**config.mk**
```make
export PLATFORM = sky130hd
export DESIGN_NAME = rect_blit_address_generator_top_flat
export DESIGN_NICKNAME = d
export VERILOG_FILES = /design/src/rtl/core/rbag_pkg.sv /design/src/rtl/core/rbag_if.sv /design/src/rtl/core/rbag_div.sv /design/src/rtl/core/rect_blit_address_generator_top.sv /design/src/flat_wrapper.sv
export SDC_FILE = /design/constraint.sdc
export NUM_CORES = 2
export LEC_CHECK = 0
export BUFFER_PORTS_ARGS = -buffer_cell sky130_fd_sc_hd__buf_2
export CORE_MARGIN = 3
export CORE_UTILIZATION = 45
export CTS_CLUSTER_DIAMETER = 200
export CTS_CLUSTER_SIZE = 40
export DETAILED_ROUTE_END_ITERATION = 10
export PLACE_DENSITY_LB_ADDON = 0.25
export SLEW_MARGIN = 20
export SYNTH_ARGS = -nofsm -noshare
export SYNTH_HDL_FRONTEND = slang
export SYNTH_SLANG_ARGS = --single-unit
```
**constraint.sdc**
```tcl
create_clock -name clk -period 10.4 [get_ports clk]
set_input_delay 2.08 -clock clk [delete_from_list [all_inputs] [get_ports clk]]
set_output_delay 2.08 -clock clk [all_outputs]
set_load 0.02 [all_outputs]
```
**src/rtl/core/rbag_pkg.sv**
```systemverilog
`default_nettype none
package rbag_pkg;

	localparam int MAX_DIM = 4096;
	localparam int MAX_BPP = 4;
	localparam int DIM_W   = $clog2(MAX_DIM) + 1;
	localparam int BPP_W   = $clog2(MAX_BPP) + 1;
	localparam int RECT_W  = 16;
	localparam int OFS_W   = 26;
	localparam int WORD_W  = 32;
	localparam int PROD_W  = 2 * DIM_W;
	localparam int ADDR_W  = 5;

	typedef enum logic [1:0] {
		CMD_CLEAR = 2'd0,
		CMD_COPY  = 2'd1,
		CMD_STEP  = 2'd2,
		CMD_NOP   = 2'd3
	} cmd_t;

	typedef enum logic [1:0] {
		KIND_ACCEPTED = 2'd0,
		KIND_EMPTY    = 2'd1,
		KIND_PIXEL    = 2'd2,
		KIND_IDLE     = 2'd3
	} kind_t;

	typedef enum logic [1:0] {
		MODE_IDLE  = 2'd0,
		MODE_CLEAR = 2'd1,
		MODE_COPY  = 2'd2
	} mode_t;

	typedef enum logic [3:0] {
		ST_IDLE,
		ST_MUL_X,
		ST_DIV_X,
		ST_MUL_Y,
		ST_DIV_Y,
		ST_SRC_ROW,
		ST_SRC_BPP,
		ST_DST_ROW,
		ST_DST_BPP,
		ST_OUT
	} state_t;

	typedef enum logic [2:0] {
		REG_SRC_W   = 3'd0,
		REG_SRC_H   = 3'd1,
		REG_DST_W   = 3'd2,
		REG_DST_H   = 3'd3,
		REG_SRC_BPP = 3'd4,
		REG_DST_BPP = 3'd5
	} reg_idx_t;

	typedef struct packed {
		logic [DIM_W-1:0] x0;
		logic [DIM_W-1:0] y0;
		logic [DIM_W-1:0] x1;
		logic [DIM_W-1:0] y1;
	} window_t;

	typedef struct packed {
		logic              start;
		logic [PROD_W-1:0] dividend;
		logic [DIM_W-1:0]  divisor;
	} div_req_t;

	function automatic logic [DIM_W-1:0] sat_dim(input logic [DIM_W-1:0] v);
		logic [DIM_W-1:0] r;
		r = v;
		if (v == '0)
			r = DIM_W'(1);
		else if (v > DIM_W'(MAX_DIM))
			r = DIM_W'(MAX_DIM);
		return r;
	endfunction

	function automatic logic [BPP_W-1:0] sat_bpp(input logic [BPP_W-1:0] v);
		logic [BPP_W-1:0] r;
		r = v;
		if (v == '0)
			r = BPP_W'(1);
		else if (v > BPP_W'(MAX_BPP))
			r = BPP_W'(MAX_BPP);
		return r;
	endfunction

endpackage
`default_nettype wire

```
**src/rtl/core/rbag_if.sv**
```systemverilog
`default_nettype none
interface rbag_cmd_if;
	logic        valid;
	logic        ready;
	logic [1:0]  cmd;
	logic        whole_src;
	logic [15:0] src_left;
	logic [15:0] src_top;
	logic [15:0] src_right;
	logic [15:0] src_bottom;
	logic        whole_dst;
	logic [15:0] dst_left;
	logic [15:0] dst_top;
	logic [15:0] dst_right;
	logic [15:0] dst_bottom;
	logic [31:0] fill_value;

	modport source (output valid, cmd, whole_src, src_left, src_top, src_right, src_bottom,
		whole_dst, dst_left, dst_top, dst_right, dst_bottom, fill_value, input ready);
	modport sink (input valid, cmd, whole_src, src_left, src_top, src_right, src_bottom,
		whole_dst, dst_left, dst_top, dst_right, dst_bottom, fill_value, output ready);
endinterface

interface rbag_res_if;
	logic        valid;
	logic        ready;
	logic [1:0]  kind;
	logic [25:0] src_offset;
	logic [25:0] dst_offset;
	logic [31:0] fill_data;
	logic        is_fill;
	logic        last;

	modport source (output valid, kind, src_offset, dst_offset, fill_data, is_fill, last,
		input ready);
	modport sink (input valid, kind, src_offset, dst_offset, fill_data, is_fill, last,
		output ready);
endinterface
`default_nettype wire

```
**src/rtl/core/rbag_div.sv**
```systemverilog
`default_nettype none
// Restoring divider, one quotient bit a cycle. The caller guarantees the
// quotient fits DIM_W bits (dividend < divisor << DIM_W).
module rbag_div (
	input  wire logic                     clk,
	input  wire logic                     arst_n,
	input  wire rbag_pkg::div_req_t       req,
	output logic                          busy,
	output logic [rbag_pkg::DIM_W-1:0]    quotient
);
	import rbag_pkg::*;

	localparam int CNT_W = $clog2(DIM_W + 1);

	logic [CNT_W-1:0] cnt_q;
	logic [DIM_W-1:0] rem_q;
	logic [DIM_W-1:0] low_q;
	logic [DIM_W-1:0] quo_q;
	logic [DIM_W-1:0] dsr_q;
	logic [DIM_W:0]   trial;
	logic             fits;

	assign trial = {rem_q, low_q[DIM_W-1]};
	assign fits  = trial >= {1'b0, dsr_q};

	always_ff @(posedge clk or negedge arst_n) begin
		if (!arst_n) begin
			cnt_q <= '0;
		end else if (req.start) begin
			cnt_q <= CNT_W'(DIM_W);
		end else if (cnt_q != '0) begin
			cnt_q <= cnt_q - CNT_W'(1);
		end
	end

	always_ff @(posedge clk) begin
		if (req.start) begin
			rem_q <= req.dividend[PROD_W-1:DIM_W];
			low_q <= req.dividend[DIM_W-1:0];
			dsr_q <= req.divisor;
			quo_q <= '0;
		end else if (cnt_q != '0) begin
			rem_q <= fits ? DIM_W'(trial - {1'b0, dsr_q}) : trial[DIM_W-1:0];
			low_q <= {low_q[DIM_W-2:0], 1'b0};
			quo_q <= {quo_q[DIM_W-2:0], fits};
		end
	end

	assign busy     = cnt_q != '0;
	assign quotient = quo_q;
endmodule
`default_nettype wire

```
**src/rtl/core/rect_blit_address_generator_top.sv**
```systemverilog
`default_nettype none
// Address engine for a 2D blit. A start transaction (clear or copy) clamps the
// source and destination rectangles to their surfaces and answers "accepted"
// or "empty"; each step transaction then yields one destination pixel in
// row-major order with its byte offset, the masked fill word for a clear, or
// the nearest-neighbour source offset for a copy, and a last flag. Every
// input transaction gives exactly one result transaction. Start and idle
// transactions go straight to the output state; a clear pixel first forms
// its destination offset by row multiply and bytes-per-pixel steps, and a
// copy pixel before that scales column and row via the shared multiplier
// and restoring divider. The block takes no new transaction while one is
// in work, but accepts one while the last result waits in the output register.
// Configuration registers sit on the APB port at byte addresses 4*i.
module rect_blit_address_generator_top (
	input  wire logic                        clk,
	input  wire logic                        arst_n,
	rbag_cmd_if.sink                         cmds,
	rbag_res_if.source                       results,
	input  wire logic                        psel,
	input  wire logic                        penable,
	input  wire logic                        pwrite,
	input  wire logic [rbag_pkg::ADDR_W-1:0] paddr,
	input  wire logic [31:0]                 pwdata,
	output logic [31:0]                      prdata,
	output logic                             pready
);
	import rbag_pkg::*;

	// Configuration registers
	logic [DIM_W-1:0] src_w_q, src_h_q, dst_w_q, dst_h_q;
	logic [BPP_W-1:0] src_bpp_q, dst_bpp_q;
	logic [2:0]       reg_sel;

	assign pready  = 1'b1;
	assign reg_sel = paddr[4:2];

	always_ff @(posedge clk or negedge arst_n) begin
		if (!arst_n) begin
			src_w_q   <= DIM_W'(1);
			src_h_q   <= DIM_W'(1);
			dst_w_q   <= DIM_W'(1);
			dst_h_q   <= DIM_W'(1);
			src_bpp_q <= BPP_W'(4);
			dst_bpp_q <= BPP_W'(4);
		end else if (psel && penable && pwrite) begin
			case (reg_sel)
				REG_SRC_W:   src_w_q   <= pwdata[DIM_W-1:0];
				REG_SRC_H:   src_h_q   <= pwdata[DIM_W-1:0];
				REG_DST_W:   dst_w_q   <= pwdata[DIM_W-1:0];
				REG_DST_H:   dst_h_q   <= pwdata[DIM_W-1:0];
				REG_SRC_BPP: src_bpp_q <= pwdata[BPP_W-1:0];
				REG_DST_BPP: dst_bpp_q <= pwdata[BPP_W-1:0];
				default: ;
			endcase
		end
	end

	always_comb begin
		prdata = '0;
		case (reg_sel)
			REG_SRC_W:   prdata = 32'(src_w_q);
			REG_SRC_H:   prdata = 32'(src_h_q);
			REG_DST_W:   prdata = 32'(dst_w_q);
			REG_DST_H:   prdata = 32'(dst_h_q);
			REG_SRC_BPP: prdata = 32'(src_bpp_q);
			REG_DST_BPP: prdata = 32'(dst_bpp_q);
			default:     prdata = '0;
		endcase
	end

	// Saturated views used by every calculation
	logic [DIM_W-1:0] ssw, ssh, dsw, dsh;
	logic [BPP_W-1:0] sbpp, dbpp;

	assign ssw  = sat_dim(src_w_q);
	assign ssh  = sat_dim(src_h_q);
	assign dsw  = sat_dim(dst_w_q);
	assign dsh  = sat_dim(dst_h_q);
	assign sbpp = sat_bpp(src_bpp_q);
	assign dbpp = sat_bpp(dst_bpp_q);

	// Clamp one rectangle to its surface; whole selects the full surface
	function automatic window_t clamp_win(input logic whole,
		input logic [RECT_W-1:0] l, input logic [RECT_W-1:0] t,
		input logic [RECT_W-1:0] r, input logic [RECT_W-1:0] b,
		input logic [DIM_W-1:0] sw, input logic [DIM_W-1:0] sh, output logic ok);
		window_t          w;
		logic [RECT_W-1:0] x1, y1;
		x1 = (r > RECT_W'(sw)) ? RECT_W'(sw) : r;
		y1 = (b > RECT_W'(sh)) ? RECT_W'(sh) : b;
		if (whole) begin
			w  = '{x0: '0, y0: '0, x1: sw, y1: sh};
			ok = 1'b1;
		end else begin
			w  = '{x0: l[DIM_W-1:0], y0: t[DIM_W-1:0], x1: x1[DIM_W-1:0], y1: y1[DIM_W-1:0]};
			ok = (l < x1) && (t < y1);
		end
		return w;
	endfunction

	window_t src_new, dst_new;
	logic    src_ok, dst_ok;

	always_comb begin
		src_new = clamp_win(cmds.whole_src, cmds.src_left, cmds.src_top, cmds.src_right,
			cmds.src_bottom, ssw, ssh, src_ok);
		dst_new = clamp_win(cmds.whole_dst, cmds.dst_left, cmds.dst_top, cmds.dst_right,
			cmds.dst_bottom, dsw, dsh, dst_ok);
	end

	// Job state
	mode_t            mode_q;
	window_t          src_win_q, dst_win_q;
	logic [DIM_W-1:0] col_q, row_q;
	logic [WORD_W-1:0] fill_q;

	// Work registers of the transaction in progress
	state_t           state_q, state_d;
	kind_t            kind_q;
	logic [DIM_W-1:0] dx_q, dy_q, sx_q, sy_q;
	logic [OFS_W-1:0] acc_q, sofs_q, dofs_q;
	logic             last_q, fill_px_q;

	logic [DIM_W-1:0] dw, dh, sw, sh;
	logic             row_end, job_end;

	assign dw      = dst_win_q.x1 - dst_win_q.x0;
	assign dh      = dst_win_q.y1 - dst_win_q.y0;
	assign sw      = src_win_q.x1 - src_win_q.x0;
	assign sh      = src_win_q.y1 - src_win_q.y0;
	assign row_end = ({1'b0, col_q} + (DIM_W+1)'(1)) >= {1'b0, dw};
	assign job_end = row_end && (({1'b0, row_q} + (DIM_W+1)'(1)) >= {1'b0, dh});

	// Shared multiplier
	logic [DIM_W-1:0]  mul_a, mul_b;
	logic [PROD_W-1:0] mul_p;
	logic [OFS_W-1:0]  lin_ofs;
	logic [BPP_W-1:0]  lin_bpp;
	logic [OFS_W-1:0]  byte_ofs;

	assign mul_p    = mul_a * mul_b;
	assign byte_ofs = OFS_W'(lin_ofs * OFS_W'(lin_bpp));

	// Shared divider
	div_req_t         div_req;
	logic             div_busy;
	logic [DIM_W-1:0] div_q;

	rbag_div u_div (
		.clk      (clk),
		.arst_n   (arst_n),
		.req      (div_req),
		.busy     (div_busy),
		.quotient (div_q)
	);

	logic accept, out_free;

	assign out_free = !results.valid || results.ready;
	assign accept   = cmds.valid && cmds.ready;

	always_comb begin
		state_d      = state_q;
		cmds.ready   = 1'b0;
		mul_a        = '0;
		mul_b        = '0;
		lin_ofs      = '0;
		lin_bpp      = dbpp;
		div_req      = '{start: 1'b0, dividend: mul_p, divisor: dw};
		case (state_q)
			ST_IDLE: begin
				cmds.ready = 1'b1;
				if (cmds.valid) begin
					if (cmds.cmd == CMD_STEP && mode_q == MODE_COPY)
						state_d = ST_MUL_X;
					else if (cmds.cmd == CMD_STEP && mode_q == MODE_CLEAR)
						state_d = ST_DST_ROW;
					else
						state_d = ST_OUT;
				end
			end
			ST_MUL_X: begin
				mul_a         = dx_q;
				mul_b         = sw;
				div_req.start = 1'b1;
				state_d       = ST_DIV_X;
			end
			ST_DIV_X: if (!div_busy) state_d = ST_MUL_Y;
			ST_MUL_Y: begin
				mul_a           = dy_q;
				mul_b           = sh;
				div_req.start   = 1'b1;
				div_req.divisor = dh;
				state_d         = ST_DIV_Y;
			end
			ST_DIV_Y: if (!div_busy) state_d = ST_SRC_ROW;
			ST_SRC_ROW: begin
				mul_a   = sy_q + src_win_q.y0;
				mul_b   = ssw;
				state_d = ST_SRC_BPP;
			end
			ST_SRC_BPP: begin
				lin_ofs = acc_q + OFS_W'(sx_q) + OFS_W'(src_win_q.x0);
				lin_bpp = sbpp;
				state_d = ST_DST_ROW;
			end
			ST_DST_ROW: begin
				mul_a   = dy_q + dst_win_q.y0;
				mul_b   = dsw;
				state_d = ST_DST_BPP;
			end
			ST_DST_BPP: begin
				lin_ofs = acc_q + OFS_W'(dx_q) + OFS_W'(dst_win_q.x0);
				state_d = ST_OUT;
			end
			ST_OUT: if (out_free) state_d = ST_IDLE;
			default: state_d = ST_IDLE;
		endcase
	end

	always_ff @(posedge clk or negedge arst_n) begin
		if (!arst_n)
			state_q <= ST_IDLE;
		else
			state_q <= state_d;
	end

	// Job state: update on each accepted transaction
	always_ff @(posedge clk or negedge arst_n) begin
		if (!arst_n) begin
			mode_q    <= MODE_IDLE;
			src_win_q <= '0;
			dst_win_q <= '0;
			col_q     <= '0;
			row_q     <= '0;
			fill_q    <= '0;
		end else if (accept) begin
			if (cmds.cmd == CMD_CLEAR || cmds.cmd == CMD_COPY) begin
				if (cmds.cmd == CMD_COPY)
					src_win_q <= src_new;
				// the destination window is not taken if the source is empty
				if (cmds.cmd == CMD_CLEAR || src_ok)
					dst_win_q <= dst_new;
				col_q  <= '0;
				row_q  <= '0;
				fill_q <= cmds.fill_value;
				if ((cmds.cmd == CMD_COPY && !src_ok) || !dst_ok)
					mode_q <= MODE_IDLE;
				else
					mode_q <= (cmds.cmd == CMD_CLEAR) ? MODE_CLEAR : MODE_COPY;
			end else if (cmds.cmd == CMD_STEP && mode_q != MODE_IDLE) begin
				// advance the raster position
				if (job_end) begin
					mode_q <= MODE_IDLE;
					col_q  <= '0;
					row_q  <= '0;
				end else if (row_end) begin
					col_q <= '0;
					row_q <= row_q + DIM_W'(1);
				end else begin
					col_q <= col_q + DIM_W'(1);
				end
			end
		end
	end

	// Work registers of the transaction in progress
	always_ff @(posedge clk) begin
		if (accept) begin
			dx_q      <= col_q;
			dy_q      <= row_q;
			last_q    <= job_end;
			fill_px_q <= mode_q == MODE_CLEAR;
			sofs_q    <= '0;
			case (cmds.cmd)
				CMD_CLEAR, CMD_COPY:
					kind_q <= ((cmds.cmd == CMD_COPY && !src_ok) || !dst_ok) ?
						KIND_EMPTY : KIND_ACCEPTED;
				CMD_STEP:
					kind_q <= (mode_q != MODE_IDLE) ? KIND_PIXEL : KIND_IDLE;
				default:
					kind_q <= KIND_IDLE;
			endcase
		end
		if (state_q == ST_DIV_X && !div_busy)
			sx_q <= div_q;
		if (state_q == ST_DIV_Y && !div_busy)
			sy_q <= div_q;
		if (state_q == ST_SRC_ROW || state_q == ST_DST_ROW)
			acc_q <= mul_p[OFS_W-1:0];
		if (state_q == ST_SRC_BPP)
			sofs_q <= byte_ofs;
		if (state_q == ST_DST_BPP)
			dofs_q <= byte_ofs;
	end

	// Output register: hold the result until the sink takes it
	logic [WORD_W-1:0] fill_mask;

	always_comb begin
		case (dbpp)
			BPP_W'(1): fill_mask = 32'h0000_00FF;
			BPP_W'(2): fill_mask = 32'h0000_FFFF;
			BPP_W'(3): fill_mask = 32'h00FF_FFFF;
			default:   fill_mask = 32'hFFFF_FFFF;
		endcase
	end

	always_ff @(posedge clk or negedge arst_n) begin
		if (!arst_n)
			results.valid <= 1'b0;
		else if (state_q == ST_OUT && out_free)
			results.valid <= 1'b1;
		else if (results.ready)
			results.valid <= 1'b0;
	end

	always_ff @(posedge clk) begin
		if (state_q == ST_OUT && out_free) begin
			results.kind <= kind_q;
			if (kind_q == KIND_PIXEL) begin
				results.src_offset <= fill_px_q ? '0 : sofs_q;
				results.dst_offset <= dofs_q;
				results.fill_data  <= fill_px_q ? (fill_q & fill_mask) : '0;
				results.is_fill    <= fill_px_q;
				results.last       <= last_q;
			end else begin
				results.src_offset <= '0;
				results.dst_offset <= '0;
				results.fill_data  <= '0;
				results.is_fill    <= 1'b0;
				results.last       <= 1'b0;
			end
		end
	end
endmodule
`default_nettype wire
```
**src/flat_wrapper.sv**
```systemverilog
// flat-port wrapper written by rule: the top's interface ports become plain ports
module rect_blit_address_generator_top_flat import rbag_pkg::*;
  (clk, arst_n, psel, penable, pwrite, paddr, pwdata, prdata, pready, cmds_valid, cmds_cmd, cmds_whole_src, cmds_src_left, cmds_src_top, cmds_src_right, cmds_src_bottom, cmds_whole_dst, cmds_dst_left, cmds_dst_top, cmds_dst_right, cmds_dst_bottom, cmds_fill_value, cmds_ready, results_valid, results_kind, results_src_offset, results_dst_offset, results_fill_data, results_is_fill, results_last, results_ready);
  rbag_cmd_if cmds_i ();
  rbag_res_if results_i ();
  input  wire logic clk;
  input  wire logic arst_n;
  input  wire logic psel;
  input  wire logic penable;
  input  wire logic pwrite;
  input  wire logic [rbag_pkg::ADDR_W-1:0] paddr;
  input  wire logic [31:0] pwdata;
  output logic [31:0] prdata;
  output logic pready;
  input wire logic [$bits(cmds_i.valid)-1:0] cmds_valid;
  input wire logic [$bits(cmds_i.cmd)-1:0] cmds_cmd;
  input wire logic [$bits(cmds_i.whole_src)-1:0] cmds_whole_src;
  input wire logic [$bits(cmds_i.src_left)-1:0] cmds_src_left;
  input wire logic [$bits(cmds_i.src_top)-1:0] cmds_src_top;
  input wire logic [$bits(cmds_i.src_right)-1:0] cmds_src_right;
  input wire logic [$bits(cmds_i.src_bottom)-1:0] cmds_src_bottom;
  input wire logic [$bits(cmds_i.whole_dst)-1:0] cmds_whole_dst;
  input wire logic [$bits(cmds_i.dst_left)-1:0] cmds_dst_left;
  input wire logic [$bits(cmds_i.dst_top)-1:0] cmds_dst_top;
  input wire logic [$bits(cmds_i.dst_right)-1:0] cmds_dst_right;
  input wire logic [$bits(cmds_i.dst_bottom)-1:0] cmds_dst_bottom;
  input wire logic [$bits(cmds_i.fill_value)-1:0] cmds_fill_value;
  output wire logic [$bits(cmds_i.ready)-1:0] cmds_ready;
  output wire logic [$bits(results_i.valid)-1:0] results_valid;
  output wire logic [$bits(results_i.kind)-1:0] results_kind;
  output wire logic [$bits(results_i.src_offset)-1:0] results_src_offset;
  output wire logic [$bits(results_i.dst_offset)-1:0] results_dst_offset;
  output wire logic [$bits(results_i.fill_data)-1:0] results_fill_data;
  output wire logic [$bits(results_i.is_fill)-1:0] results_is_fill;
  output wire logic [$bits(results_i.last)-1:0] results_last;
  input wire logic [$bits(results_i.ready)-1:0] results_ready;
  assign cmds_i.valid = cmds_valid;
  assign cmds_i.cmd = cmds_cmd;
  assign cmds_i.whole_src = cmds_whole_src;
  assign cmds_i.src_left = cmds_src_left;
  assign cmds_i.src_top = cmds_src_top;
  assign cmds_i.src_right = cmds_src_right;
  assign cmds_i.src_bottom = cmds_src_bottom;
  assign cmds_i.whole_dst = cmds_whole_dst;
  assign cmds_i.dst_left = cmds_dst_left;
  assign cmds_i.dst_top = cmds_dst_top;
  assign cmds_i.dst_right = cmds_dst_right;
  assign cmds_i.dst_bottom = cmds_dst_bottom;
  assign cmds_i.fill_value = cmds_fill_value;
  assign cmds_ready = cmds_i.ready;
  assign results_valid = results_i.valid;
  assign results_kind = results_i.kind;
  assign results_src_offset = results_i.src_offset;
  assign results_dst_offset = results_i.dst_offset;
  assign results_fill_data = results_i.fill_data;
  assign results_is_fill = results_i.is_fill;
  assign results_last = results_i.last;
  assign results_i.ready = results_ready;
  rect_blit_address_generator_top u_core (.clk(clk), .arst_n(arst_n), .cmds(cmds_i), .results(results_i), .psel(psel), .penable(penable), .pwrite(pwrite), .paddr(paddr), .pwdata(pwdata), .prdata(prdata), .pready(pready));
endmodule
```
==> impl_metrics.py <==
metrics = {
    "status": {
        "status": "finished clean",
    },
    "pwr": {
        "p_int_w": 0.00563,
        "ir_drop_uv": 152,
        "swShare_pct": 47.9,
        "pwr_density_cell_mw_per_mm2": 260,
        "netSwitchingPower_w": 0.00518,
        "clkPwrFrac_pct": 8.7,
        "leakage_nw": 19.3,
        "pwr-share-seq_pct": 31.2,
        "p_comb_share_pct": 60.1,
    },
    "detailed_routing": {
        "vias_per_cell": 5.55,
        "ant_nets": 0,
        "drt_iter0_markers": 2642,
        "wl_per_cell_um": 20.6,
        "vias": 29800,
        "wl_um": 110000,
        "post-route-drc-count": 0,
        "first_pass_iters": 6,
    },
    "cts": {
        "tritoncts": "built",
        "postCtsSetupBuffers": 0,
        "root_buffer": "clkbuf_16",
        "ctsHtreeMaxLevel": 1,
        "cts_sinks": 505,
        "numCtsBuffers": 16,
        "clk-insertion-delay-late_ns": 0.61,
        "path_clk_slew_ns": 0.16,
        "clock_path_buffers": 3,
        "cts_hold_repair.buffers": 0,
        "cts_resized": 0,
    },
    "yosys": {
        "synth_compound_area_share_pct": 13.1,
        "yosys_warnings": 0,
        "syn_area_mm2": 0.0385,
        "synth_edf_count": 261,
        "synth_top_area_share_pct": 20.4,
        "ys_async_sr_fraction_pct": 45.7,
        "synth_top_family_by_area": "adder cells",
        "yosysSeqAreaShare_pct": 36.1,
        "synth_seq_cells": 505,
        "yosysMostFrequentCell": "nand2_1",
        "synth.distinct_cells": 91,
        "synth_area_leaders": "edfxtp_1, dfrtp_1, ha_1, fa_1, nand2_1",
        "synth.area.mux_share_pct": 4.53,
        "synth_simple_gate_area_share_pct": 16.4,
        "synth_xor_area_share_pct": 3.53,
        "netlist_instances": 4009,
        "synth.avg_cell_area_um2": 9.60,
        "synth_common_cells": "nand2_1, inv_1, ha_1, edfxtp_1, dfrtp_1",
        "synth-adder-area-share_pct": 20.6,
        "synth.largest_area_cell": "edfxtp_1",
        "ys.flop_type": "edfxtp_1",
    },
    "sta": {
        "fin_setup_tns_ns": 0,
        "hold_viol": 0,
        "rsz0062_at_grt": "no",
        "fin_skew_ns": 0.0437,
        "setup_viol": 0,
        "max_freq_mhz": 118,
        "layout_min_cycle_time_ns": 8.50,
        "slew_headroom_pct": 24.1,
        "whs_ns": 0.476,
        "worst_pin_slew_ns": 1.13,
        "finalCritPeriodShare_pct": 81.7,
        "drv_slew": 0,
    },
    "setup_path": {
        "cp.arrival_ns": 8.94,
        "crit_type": "reg -> reg",
        "worstSetupStartpointType": "flop",
        "crit_slowest_cell": "nand3_1",
        "cp_max_fo": 11,
        "cp-end-kind": "flop",
        "required_ns": 10.84,
        "slowest_delay_ns": 0.59,
    },
    "place": {
        "portBuffers": 289,
        "place_congestion": 0.923,
        "hpwl_um": 88500,
    },
    "grt": {
        "grt_pass1_vias": 28800,
        "track_usage_pct": 24.4,
        "grt_pass1_wl_um": 169000,
        "grt_antenna_before_repair": 8,
        "gr-total-overflow": 0,
        "grt_max_degree": 120,
    },
    "flow_run": {
        "maxCapViolCount": 0,
    },
    "die": {
        "start_util_pct": 45.7,
        "rows": 106,
        "die-area_mm2": 0.0891,
        "io_pins": 331,
        "fp.dieW_um": 298,
        "die_height_um": 298,
        "core-area_mm2": 0.0842,
    },
    "hold_path": {
        "hold_path_class": "reg -> reg",
    },
    "final_layout": {
        "nets": 4961,
        "layout-drive-gt1-share_pct": 11.3,
        "area_growth_pct": 8.19,
    },
}
-- power groups by stage --
stage,Sequential [W],Combinational (W),Clock (W)
finish,0.00337,0.00650,0.000939
CTS,0.00336,0.00648,0.000968
global route,0.00343,0.00724,0.00102
floorplan,0.00321,0.00460,0
global placement,0.00339,0.00634,0
detailed placement,0.00341,0.00644,0
-- through the flow --
stage                     utilization (%)  power (W)  setup slack (ns)  cell area, µm²  instances
final                                49.4     0.0108              1.90           41600       5374
after global routing                 49.4     0.0117              1.39           41600       5371
after floorplan                         -    0.00781              2.76           38600       4039
after global placement               48.9    0.00973              2.04           41200       5342
after detailed placement             48.9    0.00985              2.04           41200       5342
after CTS                            49.4     0.0108              1.97           41600       5370
-- placed cells by master (no fill, tap or decap), types with 32 or more instances in the layout --
cell type and count:
nand2_1 517, inv_1 382, ha_1 347, buf_2 288, edfxtp_1 261, dfrtp_1 225, nor2_1 221, a21oi_1 205
fa_1 180, o21ai_0 174, and2_1 132, xnor2_1 98, a21o_1 87, nor2b_1 85, nand3_1 79, nand2b_1 70
mux2_2 60, nor3_1 59, xor2_1 57, mux2i_1 55, o21ai_1 50, buf_4 47, and3_1 40, a211oi_1 36
conb_1 32
-- final cells by class --
type / instances / area, µm²
Clock inverter: 2 / 17.5
Clock buffer: 26 / 459
Antenna cell: 4 / 10.0
Tap cell: 1134 / 1420
Sequential cell: 505 / 13900
Inverter: 384 / 1440
Fill cell: 7914 / 42600
Timing Repair Buffer: 336 / 1810
Multi-Input combinational cell: 2983 / 22600
-- per-layer routing --
| metal | part of all wire, % | vias up | track usage, % |
|---|---|---|---|
| met5 | 0.042 | - | 0 |
| met1 | 44 | 14500 | 34.5 |
| met3 | 7.2 | 137 | 3.08 |
| li1 | - | 14200 | - |
| met4 | 3.3 | 6 | 6.81 |
| met2 | 45 | 994 | 39.3 |
-- worst max-delay path, delay by kind of cell, from the launching register on --
kind | cells | cell delay (ns)
adders and majority gates | 7 | 3.24
AOI/OAI and AO/OA | 12 | 2.21
and+or+nand+nor | 6 | 1.81
DFF | 1 | 0.51
xor gates and xnor gates | 1 | 0.35
buffers and inverters | 4 | 0.20
-- flip-flops by register name, indices dropped and copies added (netlist names), 26 cells and up --
| signal | flops |
|---|---|
| u_core.src_win_q | 52 |
| u_core.results.fill_data | 32 |
| u_core.results.dst_offset | 26 |
| u_core.acc_q | 26 |
| u_core.dst_win_q | 52 |
| u_core.results.src_offset | 26 |
| u_core.sofs_q | 26 |
| u_core.fill_q | 32 |
| u_core.dofs_q | 26 |
-- kinds of logic (layout without fill, tap and decap cells) --
kind of cell	after synthesis	count (layout)
simple gates	1327	1327
compound gates	792	792
buf+inv	551	748
fa+ha+maj	527	527
flops	505	505
xor+xnor	155	155
mux	150	150
other cells	2	36
-- final timing paths --
check	end	depth (start not counted)	start	slack, ns
max in group asynchronous	u_core.fill_q[20]	2	arst_n	7.33
worst max-delay path	u_core.u_div.rem_q[11]	30	u_core.dy_q[1]	1.90
worst min-delay path	u_core.results.kind[1]	0	u_core.kind_q[1]	0.48
min in group asynchronous	u_core.src_h_q[11]	1	arst_n	1.57
worst min register to register	u_core.results.kind[1]	0	u_core.kind_q[1]	0.48
worst max register to register	u_core.u_div.rem_q[11]	30	u_core.dy_q[1]	1.90
(Power assumes the default switching activity.)
